===== src/rtl/sul_pkg.sv =====
// sul_pkg: word types, status and mode codes for the sorted unique list insert unit
// no dependencies; used by sorted_unique_list_insert_unit
`default_nettype none

package sul_pkg;

	localparam int CAPACITY = 64;

	localparam logic [1:0] MODE_CLEAR  = 2'd0;
	localparam logic [1:0] MODE_INSERT = 2'd1;
	localparam logic [1:0] MODE_READ   = 2'd2;

	localparam logic [2:0] STAT_INSERTED = 3'd0;
	localparam logic [2:0] STAT_DUP      = 3'd1;
	localparam logic [2:0] STAT_FULL     = 3'd2;
	localparam logic [2:0] STAT_CLEARED  = 3'd3;
	localparam logic [2:0] STAT_READ_OK  = 3'd4;
	localparam logic [2:0] STAT_BEYOND   = 3'd5;

	typedef struct packed {
		logic [1:0]  mode;
		logic [31:0] value;
		logic [5:0]  index;
	} in_word_t;

	typedef struct packed {
		logic [2:0]  status;
		logic [6:0]  position;
		logic [31:0] entry_value;
		logic [6:0]  entry_count;
	} out_word_t;

endpackage

`default_nettype wire


===== src/rtl/sul_ram.sv =====
// sul_ram: simple dual-port list memory, one write and one registered read per cycle
// no package dependencies; instantiated by sorted_unique_list_insert_unit
`default_nettype none

module sul_ram #(
	parameter int DEPTH = 64,
	parameter int WIDTH = 32
) (
	input  wire logic                     clk,
	input  wire logic                     wr_en,
	input  wire logic [$clog2(DEPTH)-1:0] wr_addr,
	input  wire logic [WIDTH-1:0]         wr_data,
	input  wire logic                     rd_en,
	input  wire logic [$clog2(DEPTH)-1:0] rd_addr,
	output      logic [WIDTH-1:0]         rd_data
);

	logic [WIDTH-1:0] mem_q [DEPTH];

	always_ff @(posedge clk) begin
		if (wr_en) begin
			mem_q[wr_addr] <= wr_data;
		end
	end

	always_ff @(posedge clk) begin
		if (rd_en) begin
			rd_data <= mem_q[rd_addr];
		end
	end

endmodule

`default_nettype wire


===== src/rtl/sorted_unique_list_insert_unit.sv =====
// sorted_unique_list_insert_unit: ascending list of distinct words with clear, insert, read
// depends on sul_pkg (word types, codes) and sul_ram (list memory)
// done strobe: clear and read past the count from idle, read from S_READ, insert from S_SEARCH
// (one entry per cycle up to the first entry not less than the value), S_RESOLVE (dup or full
// stops), S_SHIFT (down from the top); one word at a time, busy drops with the done strobe
// reset: clears the entry count and the controller; list memory is not cleared
`default_nettype none

module sorted_unique_list_insert_unit #(
	parameter int CAPACITY = sul_pkg::CAPACITY
) (
	input  wire logic              clk,
	input  wire logic              arst_n,
	input  wire logic              start,
	output      logic              busy,
	input  wire sul_pkg::in_word_t item,
	output      logic              done,
	output      sul_pkg::out_word_t result
);

	localparam int AW = $clog2(CAPACITY);
	localparam int CW = $clog2(CAPACITY + 1);
	localparam int XW = (CW > 6) ? CW : 6;

	localparam logic [2:0] S_IDLE    = 3'd0;
	localparam logic [2:0] S_SEARCH  = 3'd1;
	localparam logic [2:0] S_RESOLVE = 3'd2;
	localparam logic [2:0] S_SHIFT   = 3'd3;
	localparam logic [2:0] S_READ    = 3'd4;

	logic [2:0]         state_q;
	logic [CW-1:0]      cnt_q;
	logic [CW-1:0]      ptr_q;
	logic [CW-1:0]      pos_q;
	logic               pend_q;
	logic               dup_q;
	logic [31:0]        value_q;
	logic [5:0]         idx_q;
	logic [AW-1:0]      raddr_s1;
	logic               done_q;
	sul_pkg::out_word_t result_q;

	logic               rd_en;
	logic [AW-1:0]      rd_addr;
	logic [31:0]        rd_data;
	logic               wr_en;
	logic [AW-1:0]      wr_addr;
	logic [31:0]        wr_data;
	logic               accept;
	logic               in_range;
	logic               hit;
	logic               eq;
	logic [CW-1:0]      cnt_inc;

	assign busy    = (state_q != S_IDLE);
	assign accept  = start && !busy;
	assign in_range = XW'(item.index) < XW'(cnt_q);
	// shared compare unit
	assign eq      = (rd_data == value_q);
	assign hit     = pend_q && ((rd_data > value_q) || eq);
	assign cnt_inc = cnt_q + CW'(1);
	assign done    = done_q;
	assign result  = result_q;

	sul_ram #(
		.DEPTH(CAPACITY),
		.WIDTH(32)
	) u_ram (
		.clk    (clk),
		.wr_en  (wr_en),
		.wr_addr(wr_addr),
		.wr_data(wr_data),
		.rd_en  (rd_en),
		.rd_addr(rd_addr),
		.rd_data(rd_data)
	);

	always_comb begin
		rd_en   = 1'b0;
		rd_addr = AW'(ptr_q);
		wr_en   = 1'b0;
		wr_addr = AW'(pos_q);
		wr_data = value_q;
		case (state_q)
			S_IDLE: begin
				if (accept && item.mode[1] && in_range) begin
					rd_en   = 1'b1;
					rd_addr = AW'(item.index);
				end
			end
			S_SEARCH: begin
				if (!hit && (ptr_q != cnt_q)) begin
					rd_en   = 1'b1;
					rd_addr = AW'(ptr_q);
				end
			end
			S_SHIFT: begin
				if (pend_q) begin
					wr_en   = 1'b1;
					wr_addr = raddr_s1 + AW'(1);
					wr_data = rd_data;
				end else if (ptr_q == pos_q) begin
					wr_en   = 1'b1;
					wr_addr = AW'(pos_q);
					wr_data = value_q;
				end
				if (ptr_q != pos_q) begin
					rd_en   = 1'b1;
					rd_addr = AW'(ptr_q - CW'(1));
				end
			end
			default: begin
			end
		endcase
	end

	always_ff @(posedge clk or negedge arst_n) begin
		if (!arst_n) begin
			state_q <= S_IDLE;
			cnt_q   <= '0;
			pend_q  <= 1'b0;
			done_q  <= 1'b0;
		end else begin
			done_q <= 1'b0;
			case (state_q)
				S_IDLE: begin
					if (accept) begin
						idx_q   <= item.index;
						value_q <= item.value;
						ptr_q   <= '0;
						pend_q  <= 1'b0;
						if (item.mode == sul_pkg::MODE_CLEAR) begin
							cnt_q                <= '0;
							done_q               <= 1'b1;
							result_q.status      <= sul_pkg::STAT_CLEARED;
							result_q.position    <= '0;
							result_q.entry_value <= '0;
							result_q.entry_count <= '0;
						end else if (item.mode[1]) begin
							if (in_range) begin
								state_q <= S_READ;
							end else begin
								done_q               <= 1'b1;
								result_q.status      <= sul_pkg::STAT_BEYOND;
								result_q.position    <= 7'(item.index);
								result_q.entry_value <= '0;
								result_q.entry_count <= 7'(cnt_q);
							end
						end else begin
							state_q <= S_SEARCH;
						end
					end
				end
				S_SEARCH: begin
					if (hit) begin
						pos_q   <= CW'(raddr_s1);
						dup_q   <= eq;
						pend_q  <= 1'b0;
						state_q <= S_RESOLVE;
					end else if (ptr_q == cnt_q) begin
						pos_q   <= cnt_q;
						dup_q   <= 1'b0;
						pend_q  <= 1'b0;
						state_q <= S_RESOLVE;
					end else begin
						raddr_s1 <= rd_addr;
						ptr_q    <= ptr_q + CW'(1);
						pend_q   <= 1'b1;
					end
				end
				S_RESOLVE: begin
					if (dup_q || (cnt_q == CW'(CAPACITY))) begin
						done_q               <= 1'b1;
						result_q.status      <= dup_q ? sul_pkg::STAT_DUP : sul_pkg::STAT_FULL;
						result_q.position    <= 7'(pos_q);
						result_q.entry_value <= '0;
						result_q.entry_count <= 7'(cnt_q);
						state_q              <= S_IDLE;
					end else begin
						ptr_q   <= cnt_q;
						pend_q  <= 1'b0;
						state_q <= S_SHIFT;
					end
				end
				S_SHIFT: begin
					if (ptr_q != pos_q) begin
						raddr_s1 <= rd_addr;
						ptr_q    <= ptr_q - CW'(1);
						pend_q   <= 1'b1;
					end else if (pend_q) begin
						pend_q <= 1'b0;
					end else begin
						cnt_q                <= cnt_inc;
						done_q               <= 1'b1;
						result_q.status      <= sul_pkg::STAT_INSERTED;
						result_q.position    <= 7'(pos_q);
						result_q.entry_value <= '0;
						result_q.entry_count <= 7'(cnt_inc);
						state_q              <= S_IDLE;
					end
				end
				S_READ: begin
					done_q               <= 1'b1;
					result_q.status      <= sul_pkg::STAT_READ_OK;
					result_q.position    <= 7'(idx_q);
					result_q.entry_value <= rd_data;
					result_q.entry_count <= 7'(cnt_q);
					state_q              <= S_IDLE;
				end
				default: begin
					state_q <= S_IDLE;
				end
			endcase
		end
	end

endmodule

`default_nettype wire

===== config.mk =====
export PLATFORM = sky130hd
export DESIGN_NAME = sorted_unique_list_insert_unit
export DESIGN_NICKNAME = d
export VERILOG_FILES = /design/src/rtl/sul_pkg.sv /design/src/rtl/sul_ram.sv /design/src/rtl/sorted_unique_list_insert_unit.sv
export SDC_FILE = /design/constraint.sdc
export NUM_CORES = 2
export LEC_CHECK = 0
export BUFFER_PORTS_ARGS = -buffer_cell sky130_fd_sc_hd__buf_2
export CAP_MARGIN = 40
export CELL_PAD_IN_SITES_DETAIL_PLACEMENT = 1
export CELL_PAD_IN_SITES_GLOBAL_PLACEMENT = 2
export CORE_MARGIN = 2
export CORE_UTILIZATION = 51
export CTS_CLUSTER_DIAMETER = 30
export DETAILED_ROUTE_END_ITERATION = 8
export PLACE_DENSITY = 0.79
export SLEW_MARGIN = 20
export SYNTH_ARGS = -nofsm -noshare
export SYNTH_HDL_FRONTEND = slang
export SYNTH_HIERARCHICAL = 1
export SYNTH_SLANG_ARGS = --single-unit

===== constraint.sdc =====
create_clock -name clk -period 11.6 [get_ports clk]
set_input_delay 1.74 -clock clk [delete_from_list [all_inputs] [get_ports clk]]
set_output_delay 1.74 -clock clk [all_outputs]
set_load 0.02 [all_outputs]

==> reports/metrics.yaml <==
synthesis:
  syn_area_sq_mm: 0.0856
  yosys.area.top_type: "edfxtp_1"
  avgSynthCellArea_sq_um: 21.9
  synth.top_cell.area_share_pct: 76.8
  async_flop_share_pct: 0.545
  ys_types: 68
  synthTopCellsByCount: "edfxtp_1 (2,188), mux4_2 (544), nor2_1 (164)"
  yosys_warnings: 6
  ys_ff_latch: 2200
  yosysSeqAreaShare_pct: 77.2
  synth_most_common_cell: "edfxtp_1"
  synth_fp_nets: 3991
  yosys-top-cells-area: "edfxtp_1 (77%), mux4_2 (14%), mux2i_1 (1.1%)"
  synth-edff-count: 2188
  syn_inst: 3906
  synth-main-ff-cell: "edfxtp_1"
clocking:
  postCtsSetupBuffers: 0
  cts_tree: "done"
  post_cts_resize_count: 0
  ctsHtreeMaxLevel: 5
  cts_root_buf: "clkbuf_16"
  clk_pin_slew_ns: 0.05
  clkLatencyLatePin_ns: 1.01
  cts_hold_buf: 0
  cts_buffer_depth: 4
  cts_sinks: 2200
  cts_made_buffers: 436
critical_path:
  r2r-start: "cnt_q[4]"
  worstSetupStartpointType: "input port"
  critical_path_required_ns: 12.31
  r2r_slack_ns: 4.96
  critPathSlowestCell: "buf_4"
  crit_type: "input port to register"
  cpPeakStageDelay_ns: 0.72
  cp_data_arrival_time_ns: 7.37
  path_max_fanout: 32
  path_cells: "buf_2, ha_1, a21o_1, a221o_1, a221oi_4, mux2i_1, o221ai_4, buf_4, buf_4, mux4_2, mux4_2, o22ai_1, nor2_1"
  r2r_cells: 13
  endpoint_kind: "register"
  r2r_end: "u_ram/rd_data[9]"
routing:
  drt.antenna.violating_nets: 0
  via_count: 46200
  drc_errors: 0
  first_pass_iters: 6
  wl_per_cell_um: 38.6
  postRouteWirelength_um: 268000
  vias_per_cell: 6.64
  first_iter_violations: 6562
pwr:
  pwr-share-seq_pct: 30.1
  switching_power_mw: 10.7
  clock_power_share_pct: 38.7
  max-vdd-ir-drop_uv: 362
  p_int_mw: 22.1
  p_per_area_mw_per_mm2: 313
  swShare_pct: 32.6
  combPwrFrac_pct: 31.3
  power.leakage_nw: 34.3
sta:
  layout_setup_ws_ns: 4.94
  slew_headroom_pct: 32.9
  hold-worst-slack_ns: 0.565
  setup_viol_count_final: 0
  drv_slew: 0
  finalCritPeriodShare_pct: 57.4
  period_minus_slack_ns: 6.66
  timing_hold_violations_final: 0
  setup_tns_ns: 0
  max_clock_freq_mhz: 150
  clock_skew_ns: 0.0720
  rsz0062_at_grt: "no"
  worst_slew_pin_slew_ns: 0.999
floorplanning:
  row_count: 150
  coreArea_sq_mm: 0.167
  die_height_um: 414
  start_util_pct: 51.3
  io_pins: 94
  dieArea_sq_mm: 0.171
  die_x_um: 414
run:
  drv_cap: 0
global_route:
  grt_max_degree: 99
  grt_first_pass_wirelength_um: 377000
  grt_pass1_vias: 49000
  grt_use_total_pct: 31.8
  antenna_found_initial: 13
  grt_overflow: 0
min_path:
  holdPathEnd: "result[42]"
  min_path_cells: 2
  hp-class: "register to register"
  worstHoldStart: "idx_q[3]"
final_layout:
  finalNetCount: 4487
  drive_above_1_share_pct: 34.6
  fin_util_pct: 62.9
  syn_to_final_growth_pct: 22.6
outcome:
  status: "completed"
place:
  hpwl_um: 136000
  portBuffers: 93
  routabilityCongestion: 0.876
  dpl_worst_slack_ns: 4.00
-- cell usage in the layout, fill, tap and decap left out, types with 8 or more instances in the layout --
| cell type | n |
|---|---|
| a21o_1 | 12 |
| a21oi_1 | 98 |
| a22oi_1 | 16 |
| a311oi_1 | 8 |
| a31oi_1 | 19 |
| and2_1 | 36 |
| and3_1 | 10 |
| buf_12 | 29 |
| buf_2 | 97 |
| buf_4 | 130 |
| bufinv_16 | 64 |
| clkbuf_1 | 38 |
| clkbuf_16 | 443 |
| clkinv_1 | 51 |
| clkinv_2 | 69 |
| clkinv_4 | 33 |
| clkinvlp_4 | 57 |
| dfrtp_1 | 12 |
| edfxtp_1 | 2188 |
| ha_1 | 42 |
| inv_1 | 57 |
| inv_6 | 27 |
| mux2_2 | 38 |
| mux2i_1 | 96 |
| mux4_2 | 544 |
| nand2_1 | 46 |
| nand2b_1 | 9 |
| nand3_1 | 13 |
| nand4_1 | 11 |
| nor2_1 | 101 |
| nor2_4 | 63 |
| nor2b_1 | 19 |
| nor3_1 | 18 |
| o21ai_0 | 13 |
| o221ai_1 | 27 |
| o22ai_1 | 84 |
| xnor2_1 | 10 |
| xor2_1 | 14 |
-- logic make-up after synthesis --
kind of cell               after synthesis  share of synthesized area [%]
xor gates and xnor gates                24                          0.246
DFF                                   2200                           77.2
buffers and inverters                  269                           1.44
AOI/OAI and AO/OA                      324                           2.50
and+or+nand+nor                        368                           2.09
muxes                                  679                           16.0
adders and majority gates               42                          0.614
-- power groups by stage --
stage,sequential (mW),clock (mW),combinational (mW)
floorplan,9.81,0,6.79
global placement,10.0,0,9.60
finish,9.88,12.7,10.3
CTS,9.88,12.8,10.2
detailed placement,10.0,0,9.92
global route,9.87,13.1,10.7
-- routing by layer --
layer  routed length (um)  track usage (%)  vias up
li1                     -                -    17600
met1                95300             41.0    24600
met2               132000             51.3     3225
met3                25400             6.04      733
met4                15700             17.3        8
met5                   48                0        -
-- per-stage QoR --
stage / total power [mW] / cell area [sq um] / cells
final: 32.8 / 105000 / 6958
after global placement: 19.6 / 89500 / 6130
after global routing: 33.7 / 105000 / 6955
after CTS: 32.9 / 105000 / 6944
after floorplan: 16.6 / 85600 / 3906
after detailed placement: 19.9 / 90000 / 6157
-- worst max-delay path by stage --
stage	from	to	slack, ns	cells past startpoint
after detailed placement	item[1]	u_ram/rd_data[6]	4.00	13
after floorplan	item[4]	result[0]	0.65	6
after CTS	item[1]	u_ram/rd_data[6]	4.94	13
final	item[1]	u_ram/rd_data[9]	4.94	13
after global routing	cnt_q[3]	u_ram/rd_data[30]	4.63	14
after global placement	item[3]	u_ram/rd_data[6]	4.04	14
-- registers in the layout (all words and copies together), names as in the netlist --
register and flops:
cnt_q 7, done 1, dup_q 1, idx_q 6, pend_q 1, pos_q 7
ptr_q 7, raddr_s1 6, result 49, state_q 3, u_ram/mem_q 2048, u_ram/rd_data 32
value_q 32
-- cell type report --
class                      count  area (sq um)
sequential                  2200         66000
fill                       13300         62000
multi-input combinational   1437         18900
clock buffer                 481         11200
clock inverter               306          3500
tap                         2204          2760
timing repair buffer         269          2270
inverter                      58           218
antenna                        3          7.51
-- critical path, delay by kind of cell --
family / cells / cell delay, ns
multiplexers: 3 / 1.32
adder cells (fa/ha/maj): 1 / 0.30
AND/OR/NAND/NOR: 1 / 0.14
buffers and inverters: 3 / 1.32
AO/OA/AOI/OAI: 5 / 2.43
No activity file was read; power rests on OpenSTA's default activity.
